`src/design/sccb_register_master_top_assert.svh`:
```
// Assertion macros for the SCCB register master.
// Included by the top level; the caller's scope must provide i_clk and i_rst_n.
`ifndef SCCB_REGISTER_MASTER_TOP_ASSERT_SVH
`define SCCB_REGISTER_MASTER_TOP_ASSERT_SVH

// Check a property on every clock edge outside reset.
`define SRM_ASSERT_RUN(label, prop) \
    label: assert property (@(posedge i_clk) disable iff (!i_rst_n) prop) \
        else $error("sccb_register_master: assertion failed");

// Check a property on every clock edge, reset included.
`define SRM_ASSERT_ALWAYS(label, prop) \
    label: assert property (@(posedge i_clk) prop) \
        else $error("sccb_register_master: assertion failed");

`endif

```
`src/design/srm_pkg.sv`:
```
// Shared types and constants for the SCCB register master.
// No dependencies; imported by sccb_register_master_top.
package srm_pkg;

    localparam int TICK_CNT_W_DEFAULT = 24;

    localparam int DEV_ID_W = 8;
    localparam int HALF_W   = 16;
    localparam int GAP_W    = 24;
    localparam int BYTE_W   = 8;
    localparam int KIND_W   = 2;
    localparam int MASK_W   = 3;
    localparam int BIT_IDX_W = 4;
    localparam int SLOT_W   = 2;
    localparam int APB_AW   = 4;
    localparam int APB_DW   = 32;

    localparam logic [DEV_ID_W-1:0] DEV_ID_RESET = 8'h42;
    localparam logic [HALF_W-1:0]   HALF_RESET   = 16'd10;
    localparam logic [GAP_W-1:0]    GAP_RESET    = 24'd10000;
    localparam logic [DEV_ID_W-1:0] READ_BIT     = 8'h01;

    // Request kinds carried by each tick.
    localparam logic [KIND_W-1:0] KIND_TICK  = 2'd0;
    localparam logic [KIND_W-1:0] KIND_WRITE = 2'd1;
    localparam logic [KIND_W-1:0] KIND_READ  = 2'd2;

    // Configuration register indexes.
    localparam logic [1:0] REG_DEV_ID = 2'd0;
    localparam logic [1:0] REG_HALF   = 2'd1;
    localparam logic [1:0] REG_GAP    = 2'd2;

    // Byte slots of a transfer.
    localparam logic [SLOT_W-1:0] SLOT_ID   = 2'd0;
    localparam logic [SLOT_W-1:0] SLOT_ADDR = 2'd1;
    localparam logic [SLOT_W-1:0] SLOT_DATA = 2'd2;

    localparam logic [BIT_IDX_W-1:0] LAST_BIT = 4'd7;

    typedef enum logic [4:0] {
        PH_IDLE    = 5'd0,
        PH_ST_HIGH = 5'd1,
        PH_ST_FALL = 5'd2,
        PH_TX_LOW  = 5'd3,
        PH_TX_HIGH = 5'd4,
        PH_AK_LOW  = 5'd5,
        PH_AK_HIGH = 5'd6,
        PH_RS_LOW  = 5'd7,
        PH_RX_LOW  = 5'd8,
        PH_RX_HIGH = 5'd9,
        PH_NK_LOW  = 5'd10,
        PH_NK_HIGH = 5'd11,
        PH_SP_LOW  = 5'd12,
        PH_SP_HIGH = 5'd13,
        PH_SP_RISE = 5'd14,
        PH_GAP     = 5'd15
    } t_phase;

endpackage

```
`src/design/sccb_register_master_top.sv`:
```
// SCCB register master top level: tick-driven bus sequencer with APB config.
// Depends on srm_pkg and sccb_register_master_top_assert.svh.
//
// Usage:
//   Input channel (i_in_valid / o_in_ready): one word per bus tick. i_kind
//   selects tick only, write request or read request; a request is taken
//   only while the master is idle, otherwise the word counts as a plain
//   tick. i_sda_in carries the sampled data line for that tick.
//   Output channel (o_out_valid / i_out_ready): exactly one result word per
//   accepted input word, showing the line drive, busy/done flags, the last
//   received byte and the acknowledge mask after that tick.
//   A result is registered and appears in the cycle after its word is accepted.
//   Throughput: one word per cycle unless the output stalls; the whole bus step
//   for a tick is a single pass from the state registers to the result register.
//   Stall: the result register holds its word while i_out_ready is low; a
//   new input word is taken in the same cycle the held result leaves, so the
//   channels stay full back to back.
//   Configuration: APB registers at byte addresses 0 (device write id),
//   4 (half period ticks) and 8 (stop gap ticks); pready is always high.
//   Write only while the master is idle.
//   Reset (synchronous, active low): bus state goes idle, shift registers and
//   the mask clear, configuration returns to id 0x42, half period 10 and
//   stop gap 10000, and the output register empties.
module sccb_register_master_top #(
    parameter int TICK_COUNTER_WIDTH = srm_pkg::TICK_CNT_W_DEFAULT
) (
    input  logic                              i_clk,
    input  logic                              i_rst_n,
    // configuration port
    input  logic                              psel,
    input  logic                              penable,
    input  logic                              pwrite,
    input  logic [srm_pkg::APB_AW-1:0]        paddr,
    input  logic [srm_pkg::APB_DW-1:0]        pwdata,
    output logic [srm_pkg::APB_DW-1:0]        prdata,
    output logic                              pready,
    // input channel
    input  logic                              i_in_valid,
    output logic                              o_in_ready,
    input  logic [srm_pkg::KIND_W-1:0]        i_kind,
    input  logic [srm_pkg::BYTE_W-1:0]        i_reg_address,
    input  logic [srm_pkg::BYTE_W-1:0]        i_write_data,
    input  logic                              i_sda_in,
    // output channel
    output logic                              o_out_valid,
    input  logic                              i_out_ready,
    output logic                              o_scl_level,
    output logic                              o_scl_enable,
    output logic                              o_sda_level,
    output logic                              o_sda_enable,
    output logic                              o_busy_res,
    output logic                              o_done_res,
    output logic [srm_pkg::BYTE_W-1:0]        o_read_data,
    output logic [srm_pkg::MASK_W-1:0]        o_nack_mask
);
    import srm_pkg::*;

    // Compare width wide enough for both the tick counter and the gap register.
    localparam int CW  = (TICK_COUNTER_WIDTH > GAP_W) ? TICK_COUNTER_WIDTH : GAP_W;
    localparam int CWP = CW + 1;
    localparam logic [CW:0] CNT_MAX = CWP'({TICK_COUNTER_WIDTH{1'b1}});

    // Configuration registers.
    logic [DEV_ID_W-1:0] r_dev_id;
    logic [HALF_W-1:0]   r_half;
    logic [GAP_W-1:0]    r_gap;

    // Bus state.
    t_phase                        r_phase, n_phase;
    logic [SLOT_W-1:0]             r_slot, n_slot;
    logic [BIT_IDX_W-1:0]          r_bit_index, n_bit_index;
    logic [TICK_COUNTER_WIDTH-1:0] r_tick, n_tick;
    logic [BYTE_W-1:0]             r_send, n_send;
    logic [BYTE_W-1:0]             r_recv, n_recv;
    logic [BYTE_W-1:0]             r_addr, n_addr;
    logic [BYTE_W-1:0]             r_data, n_data;
    logic                          r_is_read, n_is_read;
    logic [MASK_W-1:0]             r_ack, n_ack;

    // Result register.
    logic r_out_valid;
    logic r_scl_l, r_scl_e, r_sda_l, r_sda_e, r_busy, r_done;
    logic [BYTE_W-1:0] r_rd;
    logic [MASK_W-1:0] r_mask;

    logic n_scl_l, n_scl_e, n_sda_l, n_sda_e, n_busy, n_done;
    logic in_acc;
    logic cfg_wr;
    logic [CW:0] tick_inc;
    logic [CW:0] step_len;
    logic [CW:0] gap_len;

    // Take a new word whenever the result register is empty or draining.
    assign o_in_ready = !r_out_valid || i_out_ready;
    assign in_acc     = i_in_valid && o_in_ready;

    assign pready = 1'b1;
    assign cfg_wr = psel && penable && pwrite;

    always_comb begin
        case (paddr[3:2])
            REG_DEV_ID: prdata = APB_DW'(r_dev_id);
            REG_HALF:   prdata = APB_DW'(r_half);
            REG_GAP:    prdata = APB_DW'(r_gap);
            default:    prdata = '0;
        endcase
    end

    always_ff @(posedge i_clk) begin
        if (!i_rst_n) begin
            r_dev_id <= DEV_ID_RESET;
            r_half   <= HALF_RESET;
            r_gap    <= GAP_RESET;
        end else if (cfg_wr) begin
            case (paddr[3:2])
                REG_DEV_ID: r_dev_id <= pwdata[DEV_ID_W-1:0];
                REG_HALF:   r_half   <= pwdata[HALF_W-1:0];
                REG_GAP:    r_gap    <= pwdata[GAP_W-1:0];
                default:    ;
            endcase
        end
    end

    // Step length: a zero half period counts as one tick. The gap is clamped
    // to what the tick counter can hold.
    assign tick_inc = CWP'(r_tick) + 1'b1;
    assign step_len = (r_half == '0) ? CWP'(1) : CWP'(r_half);
    assign gap_len  = (CWP'(r_gap) > CNT_MAX) ? CNT_MAX : CWP'(r_gap);

    // Next bus state for one tick.
    always_comb begin
        n_phase     = r_phase;
        n_slot      = r_slot;
        n_bit_index = r_bit_index;
        n_tick      = r_tick;
        n_send      = r_send;
        n_recv      = r_recv;
        n_addr      = r_addr;
        n_data      = r_data;
        n_is_read   = r_is_read;
        n_ack       = r_ack;
        n_done      = 1'b0;

        if (r_phase == PH_IDLE) begin
            // Latch a request and start the transfer.
            if (i_kind == KIND_WRITE || i_kind == KIND_READ) begin
                n_is_read   = (i_kind == KIND_READ);
                n_addr      = i_reg_address;
                n_data      = i_write_data;
                n_send      = r_dev_id;
                n_ack       = '0;
                n_slot      = SLOT_ID;
                n_bit_index = '0;
                n_phase     = PH_ST_HIGH;
                n_tick      = '0;
            end
        end else if (r_phase == PH_GAP) begin
            if (tick_inc < gap_len) begin
                n_tick = r_tick + 1'b1;
            end else begin
                n_phase = PH_IDLE;
                n_tick  = '0;
            end
        end else if (tick_inc < step_len) begin
            n_tick = r_tick + 1'b1;
        end else begin
            // Step ends: advance to the next bus phase.
            n_tick = '0;
            case (r_phase)
                PH_ST_HIGH: n_phase = PH_ST_FALL;
                PH_ST_FALL: begin
                    n_bit_index = '0;
                    n_phase     = PH_TX_LOW;
                end
                PH_TX_LOW: n_phase = PH_TX_HIGH;
                PH_TX_HIGH: begin
                    if (r_bit_index >= LAST_BIT) begin
                        n_phase = PH_AK_LOW;
                    end else begin
                        n_bit_index = r_bit_index + 1'b1;
                        n_send      = {r_send[BYTE_W-2:0], 1'b0};
                        n_phase     = PH_TX_LOW;
                    end
                end
                PH_AK_LOW: n_phase = PH_AK_HIGH;
                PH_AK_HIGH: begin
                    // Record a missing acknowledge and carry on regardless.
                    if (i_sda_in) begin
                        case (r_slot)
                            SLOT_ID:   n_ack = r_ack | 3'b001;
                            SLOT_ADDR: n_ack = r_ack | 3'b010;
                            SLOT_DATA: n_ack = r_ack | 3'b100;
                            default:   n_ack = r_ack;
                        endcase
                    end
                    case (r_slot)
                        SLOT_ID: begin
                            n_slot      = SLOT_ADDR;
                            n_send      = r_addr;
                            n_bit_index = '0;
                            n_phase     = PH_TX_LOW;
                        end
                        SLOT_ADDR: begin
                            n_slot      = SLOT_DATA;
                            n_bit_index = '0;
                            if (r_is_read) begin
                                n_send  = r_dev_id | READ_BIT;
                                n_phase = PH_RS_LOW;
                            end else begin
                                n_send  = r_data;
                                n_phase = PH_TX_LOW;
                            end
                        end
                        SLOT_DATA: begin
                            if (r_is_read) begin
                                n_bit_index = '0;
                                n_phase     = PH_RX_LOW;
                            end else begin
                                n_phase = PH_SP_LOW;
                            end
                        end
                        default: n_phase = PH_SP_LOW;
                    endcase
                end
                PH_RS_LOW: n_phase = PH_ST_HIGH;
                PH_RX_LOW: n_phase = PH_RX_HIGH;
                PH_RX_HIGH: begin
                    n_recv = {r_recv[BYTE_W-2:0], i_sda_in};
                    if (r_bit_index >= LAST_BIT) begin
                        n_phase = PH_NK_LOW;
                    end else begin
                        n_bit_index = r_bit_index + 1'b1;
                        n_phase     = PH_RX_LOW;
                    end
                end
                PH_NK_LOW:  n_phase = PH_NK_HIGH;
                PH_NK_HIGH: n_phase = PH_SP_LOW;
                PH_SP_LOW:  n_phase = PH_SP_HIGH;
                PH_SP_HIGH: n_phase = PH_SP_RISE;
                PH_SP_RISE: begin
                    n_phase = (r_gap == '0) ? PH_IDLE : PH_GAP;
                    n_done  = 1'b1;
                end
                default: n_phase = PH_IDLE;
            endcase
        end
    end

    // Line drive for the phase after this tick; released lines read high.
    always_comb begin
        n_scl_l = 1'b1;
        n_scl_e = 1'b0;
        n_sda_l = 1'b1;
        n_sda_e = 1'b0;
        n_busy  = 1'b1;
        case (n_phase)
            PH_IDLE:    n_busy = 1'b0;
            PH_GAP:     ;
            PH_ST_HIGH: begin
                n_scl_e = 1'b1;
                n_sda_e = 1'b1;
            end
            PH_ST_FALL: begin
                n_scl_e = 1'b1;
                n_sda_e = 1'b1;
                n_sda_l = 1'b0;
            end
            PH_TX_LOW: begin
                n_scl_e = 1'b1;
                n_scl_l = 1'b0;
                n_sda_e = 1'b1;
                n_sda_l = n_send[BYTE_W-1];
            end
            PH_TX_HIGH: begin
                n_scl_e = 1'b1;
                n_sda_e = 1'b1;
                n_sda_l = n_send[BYTE_W-1];
            end
            PH_AK_LOW, PH_RX_LOW: begin
                n_scl_e = 1'b1;
                n_scl_l = 1'b0;
            end
            PH_AK_HIGH, PH_RX_HIGH: n_scl_e = 1'b1;
            PH_RS_LOW, PH_NK_LOW: begin
                n_scl_e = 1'b1;
                n_scl_l = 1'b0;
                n_sda_e = 1'b1;
            end
            PH_NK_HIGH, PH_SP_RISE: begin
                n_scl_e = 1'b1;
                n_sda_e = 1'b1;
            end
            PH_SP_LOW: begin
                n_scl_e = 1'b1;
                n_scl_l = 1'b0;
                n_sda_e = 1'b1;
                n_sda_l = 1'b0;
            end
            PH_SP_HIGH: begin
                n_scl_e = 1'b1;
                n_sda_e = 1'b1;
                n_sda_l = 1'b0;
            end
            default: n_busy = 1'b0;
        endcase
    end

    // Advance the bus state only on accepted words.
    always_ff @(posedge i_clk) begin
        if (!i_rst_n) begin
            r_phase     <= PH_IDLE;
            r_slot      <= '0;
            r_bit_index <= '0;
            r_tick      <= '0;
            r_send      <= '0;
            r_recv      <= '0;
            r_addr      <= '0;
            r_data      <= '0;
            r_is_read   <= 1'b0;
            r_ack       <= '0;
        end else if (in_acc) begin
            r_phase     <= n_phase;
            r_slot      <= n_slot;
            r_bit_index <= n_bit_index;
            r_tick      <= n_tick;
            r_send      <= n_send;
            r_recv      <= n_recv;
            r_addr      <= n_addr;
            r_data      <= n_data;
            r_is_read   <= n_is_read;
            r_ack       <= n_ack;
        end
    end

    always_ff @(posedge i_clk) begin
        if (!i_rst_n) begin
            r_out_valid <= 1'b0;
        end else if (in_acc) begin
            r_out_valid <= 1'b1;
        end else if (i_out_ready) begin
            r_out_valid <= 1'b0;
        end
    end

    // Result payload: load with the word, hold while stalled.
    always_ff @(posedge i_clk) begin
        if (in_acc) begin
            r_scl_l <= n_scl_l;
            r_scl_e <= n_scl_e;
            r_sda_l <= n_sda_l;
            r_sda_e <= n_sda_e;
            r_busy  <= n_busy;
            r_done  <= n_done;
            r_rd    <= n_recv;
            r_mask  <= n_ack;
        end
    end

    assign o_out_valid  = r_out_valid;
    assign o_scl_level  = r_scl_l;
    assign o_scl_enable = r_scl_e;
    assign o_sda_level  = r_sda_l;
    assign o_sda_enable = r_sda_e;
    assign o_busy_res   = r_busy;
    assign o_done_res   = r_done;
    assign o_read_data  = r_rd;
    assign o_nack_mask  = r_mask;

`include "sccb_register_master_top_assert.svh"

    // A finished stop always leaves both lines released.
    `SRM_ASSERT_RUN(a_done_released, (o_out_valid && o_done_res) |-> (!o_scl_enable && !o_sda_enable))
    // An idle master shows both lines at the pulled-up level.
    `SRM_ASSERT_RUN(a_idle_high, (o_out_valid && !o_busy_res) |-> (o_scl_level && o_sda_level))
    // A write request taken while idle starts a transfer with a clear mask.
    `SRM_ASSERT_RUN(a_req_start, (in_acc && r_phase == PH_IDLE && i_kind == KIND_WRITE) |=> (r_phase == PH_ST_HIGH && r_ack == '0))
    // The bit counter never runs past the last bit of a byte.
    `SRM_ASSERT_RUN(a_bit_range, r_bit_index <= LAST_BIT)

endmodule
```
`config.mk`:
```
export PLATFORM = sky130hd
export DESIGN_NAME = sccb_register_master_top
export DESIGN_NICKNAME = d
export VERILOG_FILES = /design/src/design/srm_pkg.sv /design/src/design/sccb_register_master_top.sv
export VERILOG_INCLUDE_DIRS = /design/src /design/src/design
export SDC_FILE = /design/constraint.sdc
export NUM_CORES = 1
export LEC_CHECK = 0
export ABC_CLOCK_PERIOD_IN_PS = 5200
export BUFFER_PORTS_ARGS = -buffer_cell sky130_fd_sc_hd__buf_4
export CAP_MARGIN = 20
export CORE_MARGIN = 5
export CORE_UTILIZATION = 30
export DETAILED_ROUTE_END_ITERATION = 7
export MAX_ROUTING_LAYER = met4
export PLACE_DENSITY = 0.46
export SLEW_MARGIN = 20
export SYNTH_ARGS = -nofsm -noshare
export SYNTH_HDL_FRONTEND = slang
export SYNTH_SLANG_ARGS = --single-unit
export TNS_END_PERCENT = 100
```
`constraint.sdc`:
```
create_clock -name i_clk -period 5.2 [get_ports i_clk]
set_clock_uncertainty 0.2 [all_clocks]
set_input_delay 0.52 -clock i_clk [delete_from_list [all_inputs] [get_ports i_clk]]
set_output_delay 0.52 -clock i_clk [all_outputs]
set_load 0.02 [all_outputs]
```
==> out/qor.csv, run 1 <==
stage;metric;value;unit
outcome;status;finished, final reports clean;
yosys;post-synth top area share;30.4;%
detailed_routing;routed via count;7123;
yosys;Synth Area in Compound Gates;19.8;%
clock_tree;maximum clock path buffer count;2;
die;standard-cell rows;59;
timing;setup violators final;0;
yosys;register area share after synthesis;36.8;%
yosys;Avg Cell Area, Syn;7.99;um^2
critical_path;CP endpoint kind;flop;
clock_tree;setup bufs post-CTS;0;
critical_path;arrival time at the worst endpoint;4900;ps
flow_run;max-cap violation count;0;
placed_design;PortBufs;94;
final_layout;fraction of layout cells with a size suffix above 1;17.2;%
placed_design;number of placed cells counting well taps;1394;
grt;initial antenna violation count;0;
yosys;Ys Warns;0;
grt;GRT Overall Usage;16.0;%
die;IO Pins;114;
detailed_routing;DRC Markers;0;
die;die area;29700;um^2
detailed_routing;initial drt markers;442;
critical_path;CP Cell Sequence;ha_2 > nand3_1 > nor3_2 > and3_1 > xor2_1 > ha_1 > a21oi_1 > o2111ai_1 > a221o_1 > o211a_1 > or3_1 > a211oi_4 > nand2b_1 > buf_4 > a221oi_2;
clock_tree;TritonCTS clock tree;built;
yosys;ys flop type;dfxtp_1;
placed_design;gp weighted congestion;0.826;
clock_tree;Root Buffer;clkbuf_16;
final_layout;most common cell after layout, fill and taps aside;nand2_1;
clock_tree;H-tree Lvls;4;
final_layout;fin nets;1181;
yosys;top post-synthesis cells by area;dfxtp_1, nand2_1, ha_1;
final_layout;Post-Layout Cell Count;1426;
final_layout;Area Growth Syn to Fin;22.2;%
critical_path;Worst Setup Start Kind;flop;
detailed_routing;Total Routed Length;22900;um
timing;Worst Max-Slew Pin Slew;940;ps
die;Core ar.;26000;um^2
pwr;peak supply drop;0.181;mV
die;Die Y;172;um
timing;Tcrit/Tclk final;93.3;%
yosys;Mapped Cells;990;
yosys;FFs w/ async S/R, synth;0;%
yosys;Post-Synth Adder-Cell Area;6.49;%
critical_path;Crit path largest cell delay;580;ps
grt;vias in the first global route;6885;
detailed_routing;DR WL/cell;16.1;um
yosys;dominant cell type by area after synthesis;dfxtp_1;
grt;largest net degree at the start of global routing;64;
clock_tree;Clk Latency, worst-skew pair;430;ps
detailed_routing;Post-DRT Antenna Nets;0;
pwr;Power Dens Cells;278;nW/um^2
final_layout;final core utilization;37.2;%
clock_tree;hold_buf cts;0;
timing;Tmin final;4850;ps
timing;Sum Neg Setup Slack;0;ps
critical_path;CP top delay family;compound AO/OA/AOI/OAI gates;
yosys;Synth Area in XOR/XNOR;2.88;%
yosys;Post-synth EDFFs;17;
detailed_routing;1st-pass router iterations;5;
final_layout;Ant. Diodes;0;
grt;first-pass GRT wire length;37000;um
detailed_routing;Vias/cell;5.00;
pwr;Leak Pwr;0.00386;uW
die;Initial Util;30.4;%
yosys;simple-gate share of the synthesized area;21.7;%
final_layout;Register Area;2910;um^2
timing;WHS;131;ps
clock_tree;Reg clk slew, reported paths;60;ps
yosys;mux contribution to synthesized area;5.76;%
final_layout;area of the multi-input gates;4540;um^2
final_layout;leading cell types in the layout, fill and taps excluded;nand2_1, buf_4, dfxtp_1;
yosys;largest family of logic cells by synthesized area;simple AND/OR/NAND/NOR gates;
critical_path;Worst EP required;5250;ps
placed_design;DP HPWL;16800;um
timing;relative slew slack;35.7;%
timing;Fmax;0.206;GHz
yosys;Netlist cell types;67;
pwr;Tot Pwr;2690;uW
clock_tree;total CTS buffers;17;
critical_path;CP Max Fanout;8;
clock_tree;CTS sink count;137;
timing;final count of hold timing violations;0;
timing;Pins Over Slew Limit;0;
critical_path;CP Class;reg -> reg;
yosys;Post-Syn Area;7910;um^2
grt;total grt overflow;0;
yosys;FF+latch count, synth;137;
die;DIE WIDTH;172;um
critical_path;worst path bufs/invs;1;
hold_path;Hold Crit Class;in -> reg;
timing;RSZ-0062 raised after global routing;no;
clock_tree;post-cts resize count;0;
critical_path;crit path max-delay cell type;or3_1;
final_layout;fillers;2805;
## cell families after synthesis
family / count (synthesis)
muxes: 44
DFF: 137
adders and majority gates: 41
AOI/OAI and AO/OA: 244
xor gates and xnor gates: 26
and+or+nand+nor: 375
buffers and inverters: 121
other: 2
## where the power goes
part	switching (uW)	internal, uW	leakage [uW]	total, uW
logic	194	130	0.00243	324
clock network	523	716	0.000296	1240
registers	25.2	1100	0.00114	1130
## final timing paths
path	start	end	slack, ps	cells after the start
max	r_tick[1]$_SDFFE_PN0P_	o_sda_enable$_DFFE_PP_	350	15
min	pwdata[9]	r_gap[9]$_SDFFE_PN1P_	130	3
min reg2reg	r_data[3]$_SDFFE_PN0P_	r_data[3]$_SDFFE_PN0P_	260	2
max reg2reg	r_tick[1]$_SDFFE_PN0P_	o_sda_enable$_DFFE_PP_	350	15
## worst register-to-register path: stages (launching register included)
cell	delay (ps)
dfxtp_1	390
ha_2	250
nand3_1	150
nor3_2	270
and3_1	210
xor2_1	270
ha_1	320
a21oi_1	240
o2111ai_1	140
a221o_1	370
o211a_1	250
or3_1	580
a211oi_4	480
nand2b_1	160
buf_4	160
a221oi_2	250
## state kept, by name (all words and copies together) (netlist names)
register,count
r_tick,24
o_read_data,8
r_addr,8
r_recv,8
o_nack_mask,3
r_gap,24
r_bit_index,4
r_ack,3
o_sda_enable,1
r_send,8
o_scl_level,1
o_busy_res,1
o_done_res,1
r_slot,2
r_phase,5
r_half,16
r_is_read,1
o_out_valid,1
o_scl_enable,1
r_dev_id,8
o_sda_level,1
r_data,8
## metal layers
| layer | vias to the layer above | global-route usage (%) | wire (um) |
|---|---|---|---|
| li1 | 3660 | - | - |
| met1 | 3332 | 21.9 | 11300 |
| met2 | 114 | 25.0 | 10600 |
| met3 | 17 | 2.70 | 804 |
| met4 | 0 | 3.42 | 212 |
| met5 | - | - | 0 |
## final cells by class
cell class | count | share of cell area, %
multi-input cells | 739 | 47.0
inverters | 54 | 2.11
flip-flops and latches | 137 | 30.1
well taps | 335 | 4.34
repair buffers | 129 | 10.3
clock buffers | 20 | 4.84
clock inverters | 12 | 1.29
## through the flow
step | cell area [um^2] | setup slack (ps)
after floorplan | 7930 | 548
after global placement | 9050 | 348
after detailed placement | 9050 | 241
after CTS | 9640 | 212
after global routing | 9670 | 1.41
final | 9670 | 349
## Yosys cell counts, types with 7 or more instances
library cell and count:
clkbuf_1 46, nand2_1 179, edfxtp_1 17, and2_1 13, dfxtp_1 120, inv_1 53, a31oi_1 7, o21ai_0 34
xor2_1 8, nand4_1 13, a22oi_1 18, nor2_1 74, o211ai_1 12, a21oi_1 102, mux2i_1 34, buf_4 10
nor2b_1 8, a22o_1 9, a211oi_1 8, mux2_2 9, nor4_1 13, o211a_1 8, nor3_1 17, ha_1 41
buf_2 7, nor3b_1 8, nand3_1 21, xnor2_1 18
(Power assumes the default switching activity.)
==> run 2, diff against run 1 <==
--- a/config.mk
+++ b/config.mk
@@ -7,13 +7,13 @@
 export NUM_CORES = 1
 export LEC_CHECK = 0
 export ABC_CLOCK_PERIOD_IN_PS = 5200
-export BUFFER_PORTS_ARGS = -buffer_cell sky130_fd_sc_hd__buf_4
 export CAP_MARGIN = 20
 export CORE_MARGIN = 5
 export CORE_UTILIZATION = 30
 export DETAILED_ROUTE_END_ITERATION = 7
+export DONT_BUFFER_PORTS = 1
 export MAX_ROUTING_LAYER = met4
-export PLACE_DENSITY = 0.46
+export PLACE_DENSITY = 0.43
 export SLEW_MARGIN = 20
 export SYNTH_ARGS = -nofsm -noshare
 export SYNTH_HDL_FRONTEND = slang
==> run 2 against run 1 <==
  * Sequential cell count did not move
  * Largest power group unchanged
  * First-iteration DRC count fell by 28%
  * Count of clock-buffer cells in the layout fell by 1
  * Routed wire length rose by 0.79%
==> out/qor.csv, run 2 (synthesis results as in run 1) <==
stage;metric;value;unit
hold_path;hold wc startpoint;pwdata[23];
timing;Worst Max-Slew Pin Slew;994;ps
clock_tree;Reg clk slew, reported paths;70;ps
placed_design;number of placed cells counting well taps;1302;
detailed_routing;routed via count;6765;
placed_design;DP HPWL;17000;um
hold_path;hold path endpoint;r_gap[23]$_SDFFE_PN0P_;
timing;Tcrit/Tclk final;91.5;%
timing;final count of hold timing violations;0;
pwr;Comb power frac;9.7;%
grt;vias in the first global route;6651;
die;Core ar.;26000;um^2
die;Initial Util;30.4;%
final_layout;fin nets;1092;
pwr;Leak Pwr;0.00341;uW
detailed_routing;Post-DRT Antenna Nets;0;
flow_run;max-cap violation count;0;
clock_tree;Root Buffer;clkbuf_16;
pwr;peak supply drop;0.211;mV
detailed_routing;Vias/cell;5.06;
critical_path;arrival time at the worst endpoint;4880;ps
grt;first-pass GRT wire length;36700;um
clock_tree;H-tree Lvls;4;
grt;GRT Overall Usage;16.2;%
detailed_routing;1st-pass router iterations;4;
final_layout;fraction of layout cells with a size suffix above 1;9.48;%
detailed_routing;metal1 wirelength;11200;um
pwr;internal power consumption;1890;uW
pwr;switching share of power;27.9;%
clock_tree;CTS sink count;137;
critical_path;reg2reg start;r_tick[2]$_SDFFE_PN0P_;
critical_path;CP Class;reg -> reg;
placed_design;gp weighted congestion;0.824;
final_layout;Largest regs;r_gap x24, r_tick x24, r_half x16;
detailed_routing;Total Routed Length;23100;um
die;Die Y;172;um
final_layout;most common cell after layout, fill and taps aside;nand2_1;
detailed_routing;DR WL/cell;17.3;um
timing;RSZ-0062 raised after global routing;no;
die;standard-cell rows;59;
detailed_routing;DRC Markers;0;
hold_path;Hold Crit Class;in -> reg;
timing;Sum Neg Setup Slack;0;ps
grt;initial antenna violation count;0;
grt;total grt overflow;0;
detailed_routing;max layer used;met4;
clock_tree;maximum clock path buffer count;2;
critical_path;reg2reg path depth;15;
die;DIE WIDTH;172;um
critical_path;Worst EP required;5320;ps
critical_path;FF-to-FF setup slack;440;ps
grt;largest net degree at the start of global routing;46;
detailed_routing;Met2 Routed Length;10500;um
timing;Tmin final;4760;ps
clock_tree;total CTS buffers;17;
die;IO Pins;114;
final_layout;Ant. Diodes;0;
timing;Fmax;0.210;GHz
pwr;P_sw;734;uW
final_layout;Area Growth Syn to Fin;13.5;%
detailed_routing;initial drt markers;320;
clock_tree;TritonCTS clock tree;built;
final_layout;leading cell types in the layout, fill and taps excluded;nand2_1, dfxtp_1, a21oi_1;
timing;Pins Over Slew Limit;0;
pwr;clock share of power;46.9;%
final_layout;fillers;2826;
timing;setup violators final;0;
critical_path;CP endpoint kind;flop;
hold_path;Min-Delay Path Depth;2;
die;die area;29700;um^2
clock_tree;Clk Latency, worst-skew pair;430;ps
pwr;Power Dens Cells;293;nW/um^2
clock_tree;setup bufs post-CTS;0;
pwr;Sequential Power Share;43.4;%
final_layout;Post-Layout Cell Count;1337;
critical_path;Worst Setup Start Kind;flop;
timing;relative slew slack;32.0;%
placed_design;PortBufs;0;
critical_path;Worst R2R End;r_bit_index[3]$_SDFFE_PN0P_;
detailed_routing;WL met3;931;um
outcome;status;finished, final reports clean;
critical_path;CP Max Fanout;8;
run 2: cell types whose count changed in the layout (fill, tap and decap cells not counted), moves of 2 or more:
| cell | before | now |
|---|---|---|
| buf_12 | 2 | 0 |
| nor2_2 | 4 | 2 |
| inv_6 | 6 | 3 |
| buf_4 | 127 | 37 |
| dlygate4sd3_1 | 0 | 3 |
run 2: worst max-delay path, stage by stage, from the launching register on:
cell and delay [ps]:
dfxtp_1 460, and4_1 340, nor3b_2 250, nand3_1 170, xnor2_1 310, ha_1 320, a41oi_1 220, o2111ai_1 140
a221o_1 340, o211a_1 300, or3_1 580, buf_4 220, o21ai_1 320, nor2_1 190, a41oi_1 250, nor2b_1 60
run 2: final cells by class:
| class | count | area (um^2) | share of cell area (%) |
|---|---|---|---|
| Multi-Input combinational cell | 739 | 4550 | 50.7 |
| Clock inverter | 13 | 131 | 1.46 |
| Inverter | 54 | 204 | 2.27 |
| Sequential cell | 137 | 2910 | 32.4 |
| Timing Repair Buffer | 40 | 308 | 3.43 |
| Tap cell | 335 | 419 | 4.67 |
| Clock buffer | 19 | 454 | 5.06 |
run 2: through the flow:
stage	worst slack (ps)	hold slack [ps]	utilization [%]	cell area [um^2]	total power (uW)
detailed placement	346	248	32.1	8340	1420
CTS	327	0.460	34.5	8950	2670
global placement	338	244	32.1	8340	1420
finish	440	18.0	34.6	8980	2630
global route	99.0	6.49	34.6	8980	2750
floorplan	548	236	-	7930	1350
run 2: routing by layer:
layer / vias up / global-route usage, %
met5: - / -
met4: 0 / 4.75
met3: 22 / 3.84
met2: 111 / 24.9
met1: 3157 / 21.4
li1: 3475 / -
run 2: what timing repair did:
item,4_1_cts,5_1_grt
endpoints found under the hold margin,11,0
setup endpoints to repair,0,13
gates resized for setup,0,4
hold buffers,3,0
run 2: worst max-delay path by stage:
stage	from	end	cells past startpoint
2_1_floorplan	r_tick[2]$_SDFFE_PN0P_	o_scl_enable$_DFFE_PP_	16
3_3_place_gp	r_tick[2]$_SDFFE_PN0P_	o_busy_res$_DFFE_PP_	14
3_5_place_dp	r_tick[2]$_SDFFE_PN0P_	o_busy_res$_DFFE_PP_	14
4_1_cts	r_tick[2]$_SDFFE_PN0P_	o_scl_enable$_DFFE_PP_	14
5_1_grt	r_tick[1]$_SDFFE_PN0P_	o_scl_enable$_DFFE_PP_	18
6_report	r_tick[2]$_SDFFE_PN0P_	r_bit_index[3]$_SDFFE_PN0P_	15
run 2: power by group through the flow:
stage	Clock [uW]	Combinational, uW	Sequential (uW)
global route	1320	288	1140
detailed placement	0	254	1160
finish	1230	255	1140
CTS	1270	259	1140
floorplan	0	197	1150
global placement	0	253	1160
